$ cat src/sv/tmva_pkg.sv
package tmva_pkg;

  // Activation store geometry
  localparam int unsigned MAX_VECTOR_LEN = 2048;
  localparam int unsigned CODES_PER_WORD = 16;
  localparam int unsigned LANE_W = $clog2(CODES_PER_WORD);
  localparam int unsigned WORD_CAP = MAX_VECTOR_LEN / CODES_PER_WORD;
  localparam int unsigned ROW_W = (WORD_CAP > 1) ? $clog2(WORD_CAP) : 1;
  localparam int unsigned POS_W = $clog2(WORD_CAP + 1);

  // Field widths
  localparam int unsigned ACT_IDX_W = 11;
  localparam int unsigned ACT_W = 8;
  localparam int unsigned WORD_W = 32;
  localparam int unsigned CODE_W = 2;
  localparam int unsigned SUM_W = 20;

  // Arithmetic widths: one product is at most twice an activation in magnitude.
  localparam int unsigned PROD_W = ACT_W + 2;
  localparam int unsigned DOT_W = PROD_W + LANE_W;
  localparam int unsigned ACC_W = $clog2(MAX_VECTOR_LEN) + ACT_W + 2;

  // Command queue between front and back
  localparam int unsigned CMDQ_DEPTH = 4;
  localparam int unsigned CMDQ_PTR_W = $clog2(CMDQ_DEPTH);

  // Result queue at the output of the back end; the depth is a power of two.
  localparam int unsigned RESQ_DEPTH = 2;
  localparam int unsigned RESQ_PTR_W = $clog2(RESQ_DEPTH);
  localparam int unsigned RESQ_CNT_W = RESQ_PTR_W + 1;

  typedef enum logic {
    KIND_LOAD   = 1'b0,
    KIND_WEIGHT = 1'b1
  } kind_e;

  typedef enum logic [CODE_W-1:0] {
    CODE_NEG  = 2'b00,
    CODE_ZERO = 2'b01,
    CODE_POS  = 2'b10,
    CODE_TWO  = 2'b11
  } code_e;

  typedef struct packed {
    kind_e                    kind;
    logic                     wr_en;
    logic [ROW_W-1:0]         row;
    logic [LANE_W-1:0]        lane;
    logic signed [ACT_W-1:0]  value;
    logic [WORD_W-1:0]        word;
    logic                     skip;
    logic                     last;
    logic                     ovf;
  } cmd_t;

endpackage

$ cat src/sv/tmva_cmd_queue.sv
module tmva_cmd_queue (
  input  logic           clk_i,
  input  logic           rst_ni,
  input  logic           push_i,
  input  tmva_pkg::cmd_t data_i,
  output logic           full_o,
  input  logic           pop_i,
  output tmva_pkg::cmd_t data_o,
  output logic           empty_o
);

  tmva_pkg::cmd_t                  entry_q [tmva_pkg::CMDQ_DEPTH];
  logic [tmva_pkg::CMDQ_PTR_W-1:0] wr_ptr_q, rd_ptr_q;
  logic [tmva_pkg::CMDQ_PTR_W:0]   cnt_q, cnt_d;
  logic                            do_push, do_pop;

  assign full_o  = (cnt_q == (tmva_pkg::CMDQ_PTR_W + 1)'(tmva_pkg::CMDQ_DEPTH));
  assign empty_o = (cnt_q == '0);
  assign do_push = push_i & ~full_o;
  assign do_pop  = pop_i & ~empty_o;
  assign data_o  = entry_q[rd_ptr_q];

  always_comb begin
    cnt_d = cnt_q;
    if (do_push && !do_pop) begin
      cnt_d = cnt_q + 1'b1;
    end else if (do_pop && !do_push) begin
      cnt_d = cnt_q - 1'b1;
    end
  end

  always_ff @(posedge clk_i or negedge rst_ni) begin
    if (!rst_ni) begin
      wr_ptr_q <= '0;
      rd_ptr_q <= '0;
      cnt_q    <= '0;
    end else begin
      cnt_q <= cnt_d;
      if (do_push) begin
        wr_ptr_q <= wr_ptr_q + 1'b1;
      end
      if (do_pop) begin
        rd_ptr_q <= rd_ptr_q + 1'b1;
      end
    end
  end

  always_ff @(posedge clk_i) begin
    if (do_push) begin
      entry_q[wr_ptr_q] <= data_i;
    end
  end

endmodule

$ cat config.mk
export PLATFORM = sky130hd
export DESIGN_NAME = tmva_cmd_queue
export DESIGN_NICKNAME = d
export VERILOG_FILES = /design/src/sv/tmva_pkg.sv /design/src/sv/tmva_cmd_queue.sv
export SDC_FILE = /design/constraint.sdc
export NUM_CORES = 1
export LEC_CHECK = 0
export ABC_CLOCK_PERIOD_IN_PS = 6140
export BUFFER_PORTS_ARGS = -buffer_cell sky130_fd_sc_hd__buf_2
export CORE_ASPECT_RATIO = 0.6
export CORE_MARGIN = 2
export CORE_UTILIZATION = 38
export CTS_CLUSTER_DIAMETER = 100
export DETAILED_ROUTE_END_ITERATION = 8
export SYNTH_ARGS = -nofsm -noshare
export SYNTH_HDL_FRONTEND = slang
export SYNTH_SLANG_ARGS = --single-unit
$ cat constraint.sdc
create_clock -name clk_i -period 6.14 [get_ports clk_i]
set_input_delay 0.614 -clock clk_i [delete_from_list [all_inputs] [get_ports clk_i]]
set_output_delay 0.614 -clock clk_i [all_outputs]
set_load 0.03 [all_outputs]
## After elaboration in Yosys (flattened, before gate mapping)

Memory sizes are Yosys's and may differ from the RTL's.
Cells that the tools add are included.

| storage, ports and cells | value |
|---|---|
| output and inout port bits | 58 |
| logic and storage cells | 23 |
| flip-flop bits (word level) | 7 |
| bits of input ports | 60 |
| memory bits (writable) | 224 |
| memories | 1 |

Memory list:

| memory | words | width | read ports | clocked after memory_dff | write ports | RTL line | RTL |
|---|---|---|---|---|---|---|---|
| entry_q | 4 | 56 | 1 | 0 | 1 | tmva_cmd_queue.sv:12 | `tmva_pkg::cmd_t entry_q [tmva_pkg::CMDQ_DEPTH];` |

| operators by class | value |
|---|---|
| add/subtract/negate cells | 4 |
| eq/ne operators | 1 |
| mux-type cells | 4 |
| reductions and logical operators | 6 |
| bitwise gates (word level) | 4 |

Operator list:

| operator | count |
|---|---|
| $mux 3 | 2 |
| $add 2x1->2 const B | 2 |
| $add 3x1->3 const B | 1 |
| $eq 3x3->1 const B | 1 |
| $logic_not 3->1 | 1 |
| $sub 3x1->3 const B | 1 |
| $and 1x1->1 | 2 |
| $logic_and 1x1->1 | 2 |
| $logic_not 1->1 | 2 |
| $mux 1 | 2 |
| $not 1->1 | 2 |
| $reduce_bool 2->1 | 1 |

## Longest topological paths before layout

Gate-level depths: netlist of the first run.

| depth | value |
|---|---|
| depth after elaboration | 7 |
| depth in mapped cells | 9 |
| gate-level depth less buffers | 8 |

## Least setup slack after synthesis of the first run

No wires, ideal clock.

| timing | value |
|---|---|
| path kind | input to register |
| from | input port push_i |
| to | memory entry_q[0][0] in the netlist's numbering (enable) |
| required time | 5,720 ps |
| arrival | 2,221 ps |
| slack | 3,499 ps |
| stages | 3 |
| setup time | 420 ps |
| buffers on the path | 1 |
| cell sequence | nor2b_1 -> buf_2 -> and2_1 |

| on the way | value |
|---|---|
| word-level cells in the longest chain between the ends | 3 |

RTL lines:

| what | RTL line | RTL |
|---|---|---|
| start: declaration | tmva_cmd_queue.sv:4 | `input logic push_i,` |
| $and 1x1->1 | tmva_cmd_queue.sv:19 | `assign do_push = push_i & ~full_o;` |
| named net do_push | tmva_cmd_queue.sv:15 | `logic do_push, do_pop;` |
| $mux 1 | tmva_cmd_queue.sv:49 | `if (do_push) begin` |
| $mux 1 (implied by the code) | tmva_cmd_queue.sv:50 | `entry_q[wr_ptr_q] <= data_i;` |
| end: declaration | tmva_cmd_queue.sv:12 |  |

The timed path passes the listed nets, and every way through them passes these cells.

==> results.ini, run 1 <==
[outcome]
status = completed

[timing]
hold_viol_final = 0
skew_ns = 0.0147
finalCritPeriodShare_pct = 55.0
rsz0062_at_grt = no
tns_ns = 0
holdWs_ns = 0.326
period_minus_slack_ns = 3.38
worst_slew_pin_slew_ns = 0.910
drv_slew = 0
fmax_mhz = 296
setup_violations = 0
fin_ws_ns = 2.76
relSlewSlack_pct = 39.3

[place]
routabilityCongestion = 0.711
io_buffer_count = 117
place_area_mm2 = 0.00940
dp_hpwl_mm = 8.57
dp_cells = 724
pre_cts_ws_ns = 3.15

[cts]
cts.repair.resized = 0
cts_tree = yes
cts_buffers = 22
cts_setup_buffers = 0
clockBufferDepth = 3
clk_pin_slew_ns = 0.06
clock-sinks = 231
root_buffer = clkbuf_16
clock_latency_ns = 0.50
cts_hold_buffers = 1
h-tree-depth = 1

[global_route]
busiest_layer = met2
met2_usage_pct = 21.0
grtUsageMet3_pct = 4.53
antenna_found_initial = 4
grt_max_degree = 57
overflow = 0
grt_pass1_vias = 4142
grt_use_met1_pct = 17.6
grt_pass1_wl_mm = 23.5
grtUsageTotal_pct = 13.2

[synth]
synthTopCellsByCount = edfxtp_1, mux4_2, dfrtp_1
synth_cells = 329
synth-seq-area-share_pct = 81.0
synth_edf_count = 224
synth_top_area_share_pct = 78.9
avgSynthCellArea_um2 = 25.9
ys_ff_latch = 231
synth_nets = 395
yosysWarnings = 0
synth_area_mm2 = 0.00852
synth_top_area_cell = edfxtp_1
synth_most_common_cell = edfxtp_1
synth_flop_cell = edfxtp_1
synth_cell_types = 21
synthArstFlopShare_pct = 3.03
synth_area_leaders = edfxtp_1, mux4_2, dfrtp_1

[finish]
fin_cells = 764
fill_cells = 1837
areaGrowthSynthToFinish_pct = 18.8
regArea_mm2 = 0.00691
nets = 529
layout-drive-gt1-share_pct = 45.5
multiInputGateArea_mm2 = 0.00149
final_cell_area_mm2 = 0.0101

[floorplan]
fp.dieW_um = 197
ios = 118
row_count = 42
die-area_mm2 = 0.0237
initial_core_util_pct = 38.7
dieHeight_um = 120
core_area_mm2 = 0.0220

[power_and_ir_drop]
leakagePower_nw = 3.46
clockPowerShare_pct = 25.3
power_density_mw_per_mm2 = 524
swShare_pct = 33.4
p_int_mw = 3.53
p_seq_share_pct = 42.8
max-vdd-ir-drop_mv = 0.282
pwr-share-comb_pct = 31.9
p_sw_mw = 1.77

[critical_path]
reg2reg_to = entry_q[2][4]$_DFFE_PP_
r2r_cells = 4
cpPeakStageDelay_ns = 0.84
cp_max_fo = 32
worst_setup_path_end_kind = output port
worstPathRequired_ns = 5.53
critPathKind = reg2out
startpoint = rd_ptr_q[0]$_DFFE_PN0P_
critPathLaunchType = flop
ff2ff_setup_slack_ns = 3.78
critPathArrivalTime_ns = 2.76
worstReg2RegStart = cnt_q[2]$_DFFE_PN0P_
critPathCapture = data_o[6]
critical-path-slowest-cell = dfrtp_4
path_cells = buf_4, mux4_2, buf_2

[routing]
num_vias = 3781
drt-total-wl_mm = 15.5
first_pass_iters = 4
viasPerCell = 4.95
wl_per_cell_um = 20.3
drc_errors = 0
detail-route-antenna-nets = 0
drt_iter0_drc = 217

[run]
maxCapViolCount = 0

[worst_hold_path]
hp-class = in2reg

==> cell families (layout without fill, tap and decap cells) <==
logic type    after synthesis  count (layout)  synth area share [%]
buf+inv                    18             166                  1.66
flops                     231             231                  81.0
mux                        58              58                  15.1
xor+xnor                    6               6                 0.616
simple gates               10              10                 0.734
fa+ha+maj                   6               6                 0.969
other cells                 0               1                     0
==> state kept, by name (all words and copies together), names as in the netlist <==
name	count
rd_ptr_q	2
wr_ptr_q	2
entry_q	224
cnt_q	3
==> critical path: cells and delay by family, from the launching register on <==
kind	cells	cell delay (ns)
DFF	1	0.84
buffers and inverters	2	0.80
muxes	1	0.59
==> area by class of cell <==
type,instances,share of cell area (%)
inverter,4,0.148
multi-input combinational,80,14.7
sequential,231,68.2
antenna,1,0.0247
timing repair buffer,124,6.33
clock buffer,28,5.87
tap,286,3.53
clock inverter,10,1.19
==> how the worst min path moves through the flow <==
stage,depth (start not counted),end,from,slack [ns]
4_1_cts,1,entry_q[3][34]$_DFFE_PP_,data_i[34],0.30
3_3_place_gp,1,cnt_q[2]$_DFFE_PN0P_,rst_ni,0.45
2_1_floorplan,0,cnt_q[0]$_DFFE_PN0P_,rst_ni,0.32
5_1_grt,1,entry_q[1][33]$_DFFE_PP_,data_i[33],0.31
6_report,1,entry_q[3][34]$_DFFE_PP_,data_i[34],0.33
3_5_place_dp,1,cnt_q[2]$_DFFE_PN0P_,rst_ni,0.46
==> power by group through the flow <==
stage | clock network, mW | logic [mW] | registers, mW
after floorplan | 0 | 1.39 | 2.18
after global placement | 0 | 1.72 | 2.30
after detailed placement | 0 | 1.73 | 2.32
after CTS | 1.38 | 1.74 | 2.29
after global routing | 1.45 | 1.81 | 2.31
final | 1.34 | 1.69 | 2.27
==> cells in the final DEF, fill, tap and decap left out, types with 4 or more instances in the layout <==
cell	n
clkbuf_1	5
dfrtp_1	5
and2_2	4
inv_1	4
edfxtp_1	224
clkinv_1	4
ha_1	5
xnor2_1	4
buf_2	117
clkbuf_16	23
mux4_2	56
buf_4	6
==> routing by layer <==
layer / vias up / part of all wire (%)
met4: 6 / 2.3
met3: 32 / 6.9
met2: 97 / 46
li1: 1670 / -
met5: - / 0.21
met1: 1976 / 44
==> per-stage QoR <==
stage | util, % | power, mW
CTS | 46.0 | 5.41
global route | 46.0 | 5.58
finish | 46.0 | 5.30
global placement | 42.7 | 4.02
floorplan | - | 3.58
detailed placement | 42.7 | 4.05
(Power assumes the default switching activity.)
==> run 2: changes to the inputs <==
ABC_CLOCK_PERIOD_IN_PS = 3200   (was 6140)
clock period = 3.2 ns   (was 6.14 ns; I/O delays follow)
==> run 2 against run 1 <==
Compared with the run above:
- final area grew 2.0%
- worst hold slack got worse by 0.29 ns
- core utilization grew 0.91 points
- non-clock buffer count up 6
- critical path type unchanged
- highest routed layer unchanged
==> results.ini, run 2 (synthesized netlist as in run 1, its figures left out) <==
[outcome]
status = completed

[critical_path]
worstPathRequired_ns = 2.88
worst_setup_path_end_kind = output port
critPathKind = reg2out
cp_max_fo = 24
critical-path-slowest-cell = dfrtp_4
critical-path-top-delay-family = flip-flops
critPathArrivalTime_ns = 2.26
cp_num_buf_inv = 2
path_cells = buf_12, mux4_2, buf_2
cpPeakStageDelay_ns = 0.68
critPathLaunchType = flop

[global_route]
antenna_found_initial = 2
grt_max_degree = 38
grtUsageTotal_pct = 14.5
overflow = 0
grt_pass1_wl_mm = 25.4
grt_pass1_vias = 4082

[cts]
h-tree-depth = 1
clockBufferDepth = 3
cts_buffers = 23
clock_latency_ns = 0.50
clk_pin_slew_ns = 0.06
root_buffer = clkbuf_16
cts_tree = yes
clock-sinks = 231

[routing]
wl_per_cell_um = 21.7
drt-total-wl_mm = 16.8
viasPerCell = 4.95
detail-route-antenna-nets = 0
first_pass_iters = 4
drc_errors = 0
drt_iter0_drc = 210
num_vias = 3823

[finish]
top_register = entry_q
layout_commonest_cell = edfxtp_1
nets = 536
reg_top3 = entry_q x224, cnt_q x3
fin_util_pct = 46.9
layout-drive-gt1-share_pct = 46.7
largest_reg_flops = 224
areaGrowthSynthToFinish_pct = 21.1
layout_common_cells = edfxtp_1, buf_2, mux4_2

[timing]
period_minus_slack_ns = 2.58
tns_ns = 0
setup_violations = 0
holdWs_ns = 0.0341
rsz0062_at_grt = no
fmax_mhz = 387
drv_slew = 0
fin_ws_ns = 0.617
worst_slew_pin_slew_ns = 0.647
relSlewSlack_pct = 56.9
hold_viol_final = 0
finalCritPeriodShare_pct = 80.7
skew_ns = 0.00835

[floorplan]
core_area_mm2 = 0.0220
ios = 118
initial_core_util_pct = 38.7
fp.dieW_um = 197
die-area_mm2 = 0.0237
dieHeight_um = 120
row_count = 42

[place]
pre_cts_ws_ns = 0.948
io_buffer_count = 117
dp_hpwl_mm = 10.6
routabilityCongestion = 0.726

[run]
maxCapViolCount = 0

[worst_hold_path]
hp-class = in2reg

[power_and_ir_drop]
max-vdd-ir-drop_mv = 0.533
leakagePower_nw = 3.53
power_density_mw_per_mm2 = 1010

[run 2: cell types whose count changed in the layout (fill, tap and decap cells not counted), sizes merged]
cell	previous run	this run
buf	123	129
clkbuf	28	26
clkinv	7	9
clkinvlp	0	2
inv	4	5
[run 2: what timing repair did]
item | 4_1_cts | 5_1_grt
hold buffers | 1 | 0
gates resized for setup | 0 | 0
setup buffers | 0 | 0
hold endpoints to repair | 7 | 0
[run 2: path summary, 6_finish.rpt]
| check | depth (start not counted) | startpoint | to | slack [ns] |
|---|---|---|---|---|
| max | 3 | rd_ptr_q[0]$_DFFE_PN0P_ | data_o[24] | 0.62 |
| min | 1 | data_i[33] | entry_q[0][33]$_DFFE_PP_ | 0.03 |
| max reg2reg | 8 | cnt_q[2]$_DFFE_PN0P_ | cnt_q[2]$_DFFE_PN0P_ | 0.96 |
| min reg2reg | 1 | cnt_q[2]$_DFFE_PN0P_ | cnt_q[2]$_DFFE_PN0P_ | 0.49 |
| max in group asynchronous | 2 | rst_ni | rd_ptr_q[0]$_DFFE_PN0P_ | 2.82 |
| min in group asynchronous | 2 | rst_ni | wr_ptr_q[0]$_DFFE_PN0P_ | 0.18 |
[run 2: report_power, final]
group | switching [mW] | internal (mW) | total (mW)
sequential | 0.275 | 4.00 | 4.28
clock | 1.10 | 1.57 | 2.66
combinational | 2.18 | 1.35 | 3.53
total | 3.55 | 6.92 | 10.5
[run 2: layer usage]
| metal | GRT usage, % | vias up | part of all wire [%] |
|---|---|---|---|
| met4 | 2.68 | 4 | 1.6 |
| li1 | - | 1684 | - |
| met5 | 0 | - | 0.16 |
| met3 | 4.61 | 26 | 6.9 |
| met2 | 21.4 | 104 | 44 |
| met1 | 21.3 | 2005 | 47 |
[run 2: stage by stage]
stage          power [mW]  std cells  area (µm²)
5_1_grt              11.0        772       10300
3_3_place_gp         7.89        730        9570
4_1_cts              10.7        772       10300
6_report             10.5        773       10300
2_1_floorplan        6.86        329        8520
3_5_place_dp         7.97        730        9570
[run 2: worst reg2reg max path: cells and delay by family, from the launching register on]
kind	cells	cell delay, ns
and+or+nand+nor	3	0.72
buffers and inverters	1	0.07
xor gates and xnor gates	2	0.33
adders and majority gates	2	0.67
DFF	1	0.40
[run 2: cell type report]
cell class | count | area, µm²
timing repair buffer | 130 | 811
inverter | 4 | 15.0
clock buffer | 26 | 587
multi-input combinational | 80 | 1490
fill | 1812 | 11700
clock inverter | 15 | 159
tap | 286 | 358
sequential | 231 | 6910
antenna | 1 | 2.50
