**src/sv/tmva_pkg.sv**
```systemverilog
package tmva_pkg;

  // Activation store geometry
  localparam int unsigned MAX_VECTOR_LEN = 2048;
  localparam int unsigned CODES_PER_WORD = 16;
  localparam int unsigned LANE_W = $clog2(CODES_PER_WORD);
  localparam int unsigned WORD_CAP = MAX_VECTOR_LEN / CODES_PER_WORD;
  localparam int unsigned ROW_W = (WORD_CAP > 1) ? $clog2(WORD_CAP) : 1;
  localparam int unsigned POS_W = $clog2(WORD_CAP + 1);

  // Field widths
  localparam int unsigned ACT_IDX_W = 11;
  localparam int unsigned ACT_W = 8;
  localparam int unsigned WORD_W = 32;
  localparam int unsigned CODE_W = 2;
  localparam int unsigned SUM_W = 20;

  // Arithmetic widths: one product is at most twice an activation in magnitude.
  localparam int unsigned PROD_W = ACT_W + 2;
  localparam int unsigned DOT_W = PROD_W + LANE_W;
  localparam int unsigned ACC_W = $clog2(MAX_VECTOR_LEN) + ACT_W + 2;

  // Command queue between front and back
  localparam int unsigned CMDQ_DEPTH = 4;
  localparam int unsigned CMDQ_PTR_W = $clog2(CMDQ_DEPTH);

  // Result queue at the output of the back end; the depth is a power of two.
  localparam int unsigned RESQ_DEPTH = 2;
  localparam int unsigned RESQ_PTR_W = $clog2(RESQ_DEPTH);
  localparam int unsigned RESQ_CNT_W = RESQ_PTR_W + 1;

  typedef enum logic {
    KIND_LOAD   = 1'b0,
    KIND_WEIGHT = 1'b1
  } kind_e;

  typedef enum logic [CODE_W-1:0] {
    CODE_NEG  = 2'b00,
    CODE_ZERO = 2'b01,
    CODE_POS  = 2'b10,
    CODE_TWO  = 2'b11
  } code_e;

  typedef struct packed {
    kind_e                    kind;
    logic                     wr_en;
    logic [ROW_W-1:0]         row;
    logic [LANE_W-1:0]        lane;
    logic signed [ACT_W-1:0]  value;
    logic [WORD_W-1:0]        word;
    logic                     skip;
    logic                     last;
    logic                     ovf;
  } cmd_t;

endpackage

```
**src/sv/tmva_front.sv**
```systemverilog
module tmva_front (
  input  logic                                 clk_i,
  input  logic                                 rst_ni,
  input  logic                                 push_i,
  input  logic                                 q_full_i,
  input  logic                                 kind_i,
  input  logic [tmva_pkg::ACT_IDX_W-1:0]       act_index_i,
  input  logic signed [tmva_pkg::ACT_W-1:0]    act_value_i,
  input  logic [tmva_pkg::WORD_W-1:0]          weight_word_i,
  input  logic                                 row_last_i,
  output logic                                 cmd_push_o,
  output tmva_pkg::cmd_t                       cmd_o
);

  logic [tmva_pkg::POS_W-1:0] pos_q, pos_d;
  logic                       ovf_q, ovf_d;
  logic                       accept;
  logic                       is_weight;
  logic                       skip;

  assign accept    = push_i & ~q_full_i;
  assign is_weight = (tmva_pkg::kind_e'(kind_i) == tmva_pkg::KIND_WEIGHT);
  // Once the row has used every store row, further words only raise the flag.
  assign skip      = (pos_q >= tmva_pkg::POS_W'(tmva_pkg::WORD_CAP));

  always_comb begin
    cmd_o.kind  = tmva_pkg::kind_e'(kind_i);
    cmd_o.wr_en = (32'(act_index_i) < tmva_pkg::MAX_VECTOR_LEN);
    if (is_weight) begin
      cmd_o.row = pos_q[tmva_pkg::ROW_W-1:0];
    end else begin
      cmd_o.row = tmva_pkg::ROW_W'(act_index_i >> tmva_pkg::LANE_W);
    end
    cmd_o.lane  = act_index_i[tmva_pkg::LANE_W-1:0];
    cmd_o.value = act_value_i;
    cmd_o.word  = weight_word_i;
    cmd_o.skip  = skip;
    cmd_o.last  = row_last_i;
    cmd_o.ovf   = ovf_q | skip;
  end

  assign cmd_push_o = accept;

  always_comb begin
    pos_d = pos_q;
    ovf_d = ovf_q;
    if (accept && is_weight) begin
      if (row_last_i) begin
        pos_d = '0;
        ovf_d = 1'b0;
      end else if (skip) begin
        ovf_d = 1'b1;
      end else begin
        pos_d = pos_q + 1'b1;
      end
    end
  end

  always_ff @(posedge clk_i or negedge rst_ni) begin
    if (!rst_ni) begin
      pos_q <= '0;
      ovf_q <= 1'b0;
    end else begin
      pos_q <= pos_d;
      ovf_q <= ovf_d;
    end
  end

endmodule

```
**config.mk**
```make
export PLATFORM = sky130hd
export DESIGN_NAME = tmva_front
export DESIGN_NICKNAME = d
export VERILOG_FILES = /design/src/sv/tmva_pkg.sv /design/src/sv/tmva_front.sv
export SDC_FILE = /design/constraint.sdc
export NUM_CORES = 1
export LEC_CHECK = 0
export BUFFER_PORTS_ARGS = -buffer_cell sky130_fd_sc_hd__buf_2
export CAP_MARGIN = 10
export CORE_MARGIN = 5
export CORE_UTILIZATION = 30
export CTS_CLUSTER_DIAMETER = 80
export DETAILED_ROUTE_END_ITERATION = 8
export GPL_ROUTABILITY_DRIVEN = 0
export PLACE_DENSITY_LB_ADDON = 0.08
export SLEW_MARGIN = 20
export SYNTH_ARGS = -nofsm -noshare
export SYNTH_HDL_FRONTEND = slang
export SYNTH_SLANG_ARGS = --single-unit
```
**constraint.sdc**
```tcl
create_clock -name clk_i -period 1.4 [get_ports clk_i]
set_clock_uncertainty 0.15 [all_clocks]
set_input_delay 0.28 -clock clk_i [delete_from_list [all_inputs] [get_ports clk_i]]
set_output_delay 0.28 -clock clk_i [all_outputs]
set_load 0.005 [all_outputs]
```
## Word level (Yosys, flattened, before mapping)

Index checks and enable logic that the tools add are counted.

| word-level totals | value |
|---|---|
| register bits after elaboration | 9 |
| logic and storage cells | 17 |

| cells by class | value |
|---|---|
| equality and inequality tests | 1 |
| bitwise operators | 3 |
| add/sub/neg operators | 1 |
| reduce and logical (&&, ||, !) cells | 4 |
| $lt $le $gt $ge | 1 |
| mux-type cells | 5 |

Operator list:

| operator | count |
|---|---|
| 8-bit two-way mux | 2 |
| 8-bit by 1-bit adder with 8-bit output, second input constant | 1 |
| 8-bit >= comparator, second input constant | 1 |
| 7-bit two-way mux | 1 |
| 2-bit AND reduction | 2 |
| 1-bit two-way mux | 2 |
| 2-bit != test, second input constant | 1 |
| 2-bit nonzero test | 1 |
| 1-bit AND | 1 |
| 1-bit logical AND | 1 |
| 1-bit inverter | 1 |
| 1-bit OR | 1 |

## Longest topological paths before layout

Gate-level depths: netlist (run 1).

| logic depth | value |
|---|---|
| word-level depth | 4 |
| mapped depth | 6 |
| gate-level depth less buffers | 5 |

## Least setup slack after synthesis (run 1)

No wires, ideal clock.

| timing path | value |
|---|---|
| path type | reg2reg |
| start point | register pos_q[2] (netlist bit) |
| end point | register pos_q[5] (netlist bit) |
| setup slack | -40 ps |
| clock period less this slack | 1440 ps |
| data required time | 1185 ps |
| data arrival time | 1225 ps |
| stages on the path, launching flop included | 6 |
| cell sequence | dfrtp_1 -> clkbuf_1 -> nand3_1 -> or4_1 -> a21o_1 -> nand2_1 |

| between the ends | value |
|---|---|
| word-level cells in the longest chain between the ends | 3 |

Ends and longest elaborated chain:

| what | RTL line | RTL |
|---|---|---|
| start, declared | tmva_front.sv:15 | `logic [tmva_pkg::POS_W-1:0] pos_q, pos_d;` |
| start signal, assigned | tmva_front.sv:64 | `pos_q <= pos_d;` |
| 8-bit by 1-bit adder with 8-bit output / 8-bit >= comparator (equally long branches) | tmva_front.sv:54, tmva_front.sv:24 |  |
| 8-bit two-way mux / 2-bit != test (equally long branches) | - |  |
| 8-bit two-way mux / 2-bit AND reduction (equally long branches) | - |  |

Several ways; a longest one is shown, not always the timed one. The select of a mux whose other input is x is not followed.
A chain may end at the register's enable or synchronous reset.

==> results of run 1 <==
==> path summary, 6_finish.rpt <==
path / to / slack [ns]
max in group asynchronous: pos_q[3] / 0.66
worst min register to register: pos_q[5] / 0.40
min in group asynchronous: pos_q[0] / 0.25
worst max register to register: pos_q[5] / -0.14
worst max-delay path: cmd_o[48] / -0.18
worst min-delay path: pos_q[7] / 0.20
==> synthesized netlist by cell type <==
library cell  instances  area [sq um]
buf_4                48           360
mux2i_1               1          10.0
nand2_1               6          22.5
mux2_2                7          78.8
nor3_1                3          15.0
a22oi_1               1          7.51
nor2_1                4          15.0
o21ai_0               6          30.0
nand4b_1              2          17.5
nand3_1               2          10.0
inv_1                 3          11.3
clkbuf_1              5          18.8
a21oi_1               7          35.0
nand3b_1              1          7.51
nand4_1               1          6.26
a41oi_1               1          8.76
or2_2                 1          6.26
o22ai_1               1          6.26
nor2b_1               1          6.26
buf_6                 1          11.3
dfrtp_1               9           225
nand2b_1              1          6.26
and2_1                1          6.26
a21o_1                1          7.51
or4_1                 1          7.51
conb_1                1          3.75
nand3b_4              1          20.0
ha_1                  2          25.0
==> timing repair <==
item,4_1_cts,5_1_grt
hold buffers,1,0
gates resized for setup,29,6
endpoints found under the hold margin,9,0
pin swaps,5,5
setup endpoints to repair,13,17
setup buffers,11,1
==> power breakdown <==
| part | internal, mW | leakage [nW] | total, mW | switching (mW) |
|---|---|---|---|---|
| clock network | 0.110 | 0.0150 | 0.205 | 0.0949 |
| registers | 0.297 | 0.102 | 0.322 | 0.0250 |
| logic | 0.316 | 0.435 | 0.533 | 0.217 |
| total | 0.723 | 0.552 | 1.06 | 0.337 |
==> final cells by class <==
| cell class | count | area, sq um | share of cell area, % |
|---|---|---|---|
| clock buffer | 4 | 26.3 | 2.29 |
| inverter | 3 | 11.3 | 0.979 |
| multi-input combinational | 53 | 437 | 38.0 |
| sequential | 9 | 225 | 19.6 |
| tap | 44 | 55.1 | 4.79 |
| timing repair buffer | 49 | 395 | 34.4 |
==> placed cells by master (no fill, tap or decap), drive strengths merged, types with 2 or more instances in the layout <==
cell    netlist  routed
ha            2       2
mux2          7       7
nand4b        2       2
dfrtp         9       9
a21oi         7       7
clkbuf        5       4
nor2          4       4
nand2         6       6
buf          49      48
nand3b        2       2
nor3          3       3
o21ai         6       6
nand3         2       2
inv           3       3
==> state kept, by name (all words and copies together), names as in the netlist <==
signal,cells
pos_q,8
ovf_q,1
==> metal layers <==
layer / part of all wire (%) / GRT usage [%] / wire, um / vias to the layer above
met1: 39 / 11.6 / 884 / 344
met4: 3.4 / 4.30 / 76 / 0
li1: - / - / - / 345
met3: 11 / 4.49 / 238 / 22
met2: 47 / 16.9 / 1060 / 28
met5: 0 / 0 / 0 / -
==> logic make-up after synthesis <==
group	Yosys count	share of synthesized area, %
AND/OR/NAND/NOR	25	14.8
flip-flops	9	22.8
AO/OA/AOI/OAI	17	9.65
buffers and inverters	57	40.7
multiplexers	8	9.01
adder cells (fa/ha/maj)	2	2.54
other	1	0.380
==> flow_metrics.py, run 1 <==
metrics = {
    "synthesis": {
        "yosysWarningCount": 0,
        "yosysUniqueCellTypes": 28,
        "synth-seq-cells": 9,
        "synth.avg_cell_area_sq_um": 8.29,
        "ys_seq_area_share_pct": 22.8,
        "synthesis.area_sq_um": 986,
        "syn_nets": 178,
        "synthCells": 119,
    },
    "setup_path": {
        "reg2reg_depth": 5,
        "crit_fanout": 2,
        "crit_chain": "buf_6 > mux2_4 > buf_6",
        "end_kind": "primary output",
        "critPathLaunchType": "flip-flop",
        "cp.required_ns": 0.97,
        "critPathSlowestCell": "dfrtp_1",
        "crit_start": "pos_q[1]",
        "path_buf_inv": 2,
        "r2r_start": "pos_q[1]",
        "crit_arrival_ns": 1.15,
        "critPathMaxStageDelay_ns": 0.39,
        "path_class": "reg -> out",
        "path_common_cell": "buf_6",
        "cp.depth": 3,
        "path_delay_family": "flip-flops",
    },
    "power": {
        "power.density_nw_per_um2": 922,
        "p_leak_nw": 0.552,
        "peakVddDrop_mv": 0.541,
        "p_total_mw": 1.06,
    },
    "job": {
        "maxCapViolations": 0,
    },
    "timing": {
        "setup_viol": 14,
        "final_hold_viol_count": 0,
        "maxSlewViolCount": 0,
        "holdWs_ns": 0.200,
        "timing.fmax_ghz": 0.635,
        "rsz0062_at_grt": "yes",
        "timing.final.ws_setup_ns": -0.176,
        "fin_crit_ns": 1.58,
        "period_share_pct": 113,
        "tns_ns": -1.10,
    },
    "route": {
        "routed_via_density": 4.56,
        "ant_nets": 0,
        "first_pass_iters": 4,
        "num_vias": 739,
        "first_iter_violations": 5,
        "wire_per_inst_um": 13.9,
        "drc": 0,
        "wirelength_mm": 2.25,
    },
    "status": {
        "violations": "setup timing",
        "outcome": "finished with violations",
    },
    "floorplanning": {
        "die_h_um": 67.3,
        "row_count": 20,
        "core_area_sq_um": 3100,
        "die_width_um": 67.3,
        "start_util_pct": 31.8,
        "ios": 114,
        "die_area_sq_um": 4530,
    },
    "worst_hold_path": {
        "hold_path.class": "in -> reg",
        "hp-start": "row_last_i",
        "whs_path_depth": 2,
    },
    "place": {
        "postPlaceCellArea_sq_um": 873,
        "dp.cells": 145,
        "numPortBuffers": 24,
        "dp.final_hpwl_mm": 1.57,
        "place_ws_ns": -0.0785,
    },
    "finish": {
        "fillCellCount": 346,
        "fin_nets": 178,
        "utilization_pct": 37.1,
        "area_delta_synth_final_pct": 16.6,
        "drive_above_1_share_pct": 56.8,
        "fin_area_sq_um": 1150,
        "fin_cells": 162,
        "diodes": 0,
    },
    "global_routing": {
        "grt_overflow": 0,
        "antenna_found_initial": 0,
        "grt_pass1_vias": 806,
        "grt_max_degree": 13,
        "track_usage_pct": 10.3,
        "grt_first_pass_wirelength_mm": 3.62,
    },
    "cts": {
        "numCtsBuffers": 3,
        "htreeDepth": 1,
        "clock_path_buffers": 2,
        "clock_latency_ns": 0.26,
        "path_clk_slew_ns": 0.06,
        "clock_sinks": 9,
        "cts_tree": "done",
        "cts-root-buf": "clkbuf_4",
    },
}
No activity file was read; power rests on OpenSTA's default activity.
==> run 2, diff against run 1 <==
Settings changed: CAP_MARGIN 10 to unset, SETUP_SLACK_MARGIN set to 0.05.
==> run 2 against run 1 <==
Effect of this change:
- the run still ends with setup timing left
- sequential power up 3%
- total power decreased by 2.3%
- wire length up 3.0%
- critical endpoint unchanged
==> flow_metrics.py, run 2 (same netlist as run 1, synthesis figures left out) <==
metrics = {
    "floorplanning": {
        "row_count": 20,
        "die_h_um": 67.3,
        "start_util_pct": 31.8,
        "ios": 114,
        "die_width_um": 67.3,
        "core_area_sq_um": 3100,
        "die_area_sq_um": 4530,
    },
    "setup_path": {
        "cp.required_ns": 0.97,
        "critPathLaunchType": "flip-flop",
        "crit_arrival_ns": 1.17,
        "path_delay_family": "flip-flops",
        "crit_chain": "buf_6 > mux2_4 > buf_6",
        "path_buf_inv": 2,
        "r2r_start": "pos_q[7]",
        "reg2reg_slack_ns": -0.13,
        "critPathSlowestCell": "dfrtp_2",
        "crit_fanout": 2,
        "path_class": "reg -> out",
        "end_kind": "primary output",
        "critPathMaxStageDelay_ns": 0.42,
        "reg2reg_depth": 5,
        "worstReg2RegEnd": "pos_q[5]",
        "cp.depth": 3,
        "path_common_cell": "buf_6",
    },
    "finish": {
        "final_cell_mix": "buf_2 (19), buf_4 (17), buf_6 (10)",
        "layout_commonest_cell": "buf_2",
        "diodes": 0,
        "utilization_pct": 35.1,
        "area_delta_synth_final_pct": 10.5,
        "largest_reg_flops": 8,
        "fillCellCount": 350,
        "fin_nets": 176,
        "fin_area_sq_um": 1090,
        "regMostFlops": "pos_q",
        "top_regs": "pos_q x8, ovf_q x1",
        "drive_above_1_share_pct": 61.2,
    },
    "cts": {
        "clock_sinks": 9,
        "path_clk_slew_ns": 0.07,
        "numCtsBuffers": 3,
        "cts_tree": "done",
        "htreeDepth": 1,
        "clock_path_buffers": 2,
        "cts-root-buf": "clkbuf_4",
        "clock_latency_ns": 0.27,
    },
    "power": {
        "power.density_nw_per_um2": 950,
        "peakVddDrop_mv": 0.456,
        "p_leak_nw": 0.517,
    },
    "global_routing": {
        "antenna_found_initial": 0,
        "grt_pass1_vias": 753,
        "grt_max_degree": 13,
        "track_usage_pct": 10.4,
        "grt_first_pass_wirelength_mm": 3.56,
        "grt_overflow": 0,
    },
    "route": {
        "ant_nets": 0,
        "drc": 0,
        "wire_per_inst_um": 14.5,
        "num_vias": 726,
        "first_pass_iters": 4,
        "routed_via_density": 4.54,
        "wirelength_mm": 2.32,
        "first_iter_violations": 11,
    },
    "worst_hold_path": {
        "hold_path.class": "in -> reg",
        "hold-path-endpoint": "pos_q[1]",
        "whs_path_depth": 2,
        "hp-start": "row_last_i",
    },
    "timing": {
        "fin_crit_ns": 1.60,
        "timing.fmax_ghz": 0.623,
        "timing.final.ws_setup_ns": -0.205,
        "tns_ns": -1.25,
        "rsz0062_at_grt": "yes",
        "final_hold_viol_count": 0,
        "period_share_pct": 115,
        "maxSlewViolCount": 0,
        "holdWs_ns": 0.192,
        "setup_viol": 11,
    },
    "status": {
        "violations": "setup timing",
        "outcome": "finished with violations",
    },
    "place": {
        "dp.final_hpwl_mm": 1.71,
        "numPortBuffers": 24,
        "postPlaceCellArea_sq_um": 881,
    },
    "job": {
        "maxCapViolations": 0,
    },
}
run 2: cell types whose count changed in the layout (fill, tap and decap cells not counted), sizes merged:
cell / before / now
buf: 48 / 46
run 2: worst max path at each step:
stage / startpoint / end / slack, ns
2_1_floorplan: pos_q[2] / pos_q[5] / 0.03
5_1_grt: pos_q[1] / cmd_o[48] / -0.24
3_3_place_gp: kind_i / cmd_o[52] / -0.08
4_1_cts: pos_q[1] / cmd_o[48] / -0.21
6_report: pos_q[1] / cmd_o[48] / -0.20
3_5_place_dp: kind_i / cmd_o[49] / -0.12
run 2: report_power, final:
part | switching [mW] | total, mW | internal (mW)
clock | 0.105 | 0.215 | 0.110
combinational | 0.203 | 0.490 | 0.287
sequential | 0.0311 | 0.331 | 0.299
run 2: layer usage:
metal / GRT usage [%] / vias up / wire, um
met4: 3.29 / 0 / 50
met1: 11.1 / 332 / 837
met3: 5.49 / 18 / 301
met2: 17.5 / 36 / 1130
li1: - / 340 / -
met5: 0 / - / 0
run 2: worst register-to-register path: stages, from the launching register on:
cell and delay (ns):
dfrtp_1 0.39, buf_4 0.14, nand3b_1 0.17, or4_1 0.40
a21o_1 0.17, nand2_1 0.05
run 2: cell type report:
class	instances	area, sq um	area share (%)
inverters	3	11.3	1.03
repair buffers	47	345	31.7
well taps	44	55.1	5.05
multi-input cells	53	424	38.9
clock buffers	4	26.3	2.41
flip-flops and latches	9	228	20.9
run 2: per-stage QoR:
step	total power, mW	std cells	setup slack, ns
after detailed placement	0.668	147	-0.117
after CTS	1.01	159	-0.212
after global placement	0.665	147	-0.0830
after global routing	1.11	160	-0.236
after floorplan	0.621	119	0.0277
final	1.04	160	-0.205
run 2: repair_timing:
item / 4_1_cts / 5_1_grt
endpoints found under the setup margin: 14 / 17
pin swaps: 4 / 4
setup buffers: 7 / 1
hold endpoints to repair: 9 / 0
gates resized for setup: 20 / 10
hold buffers: 1 / 0
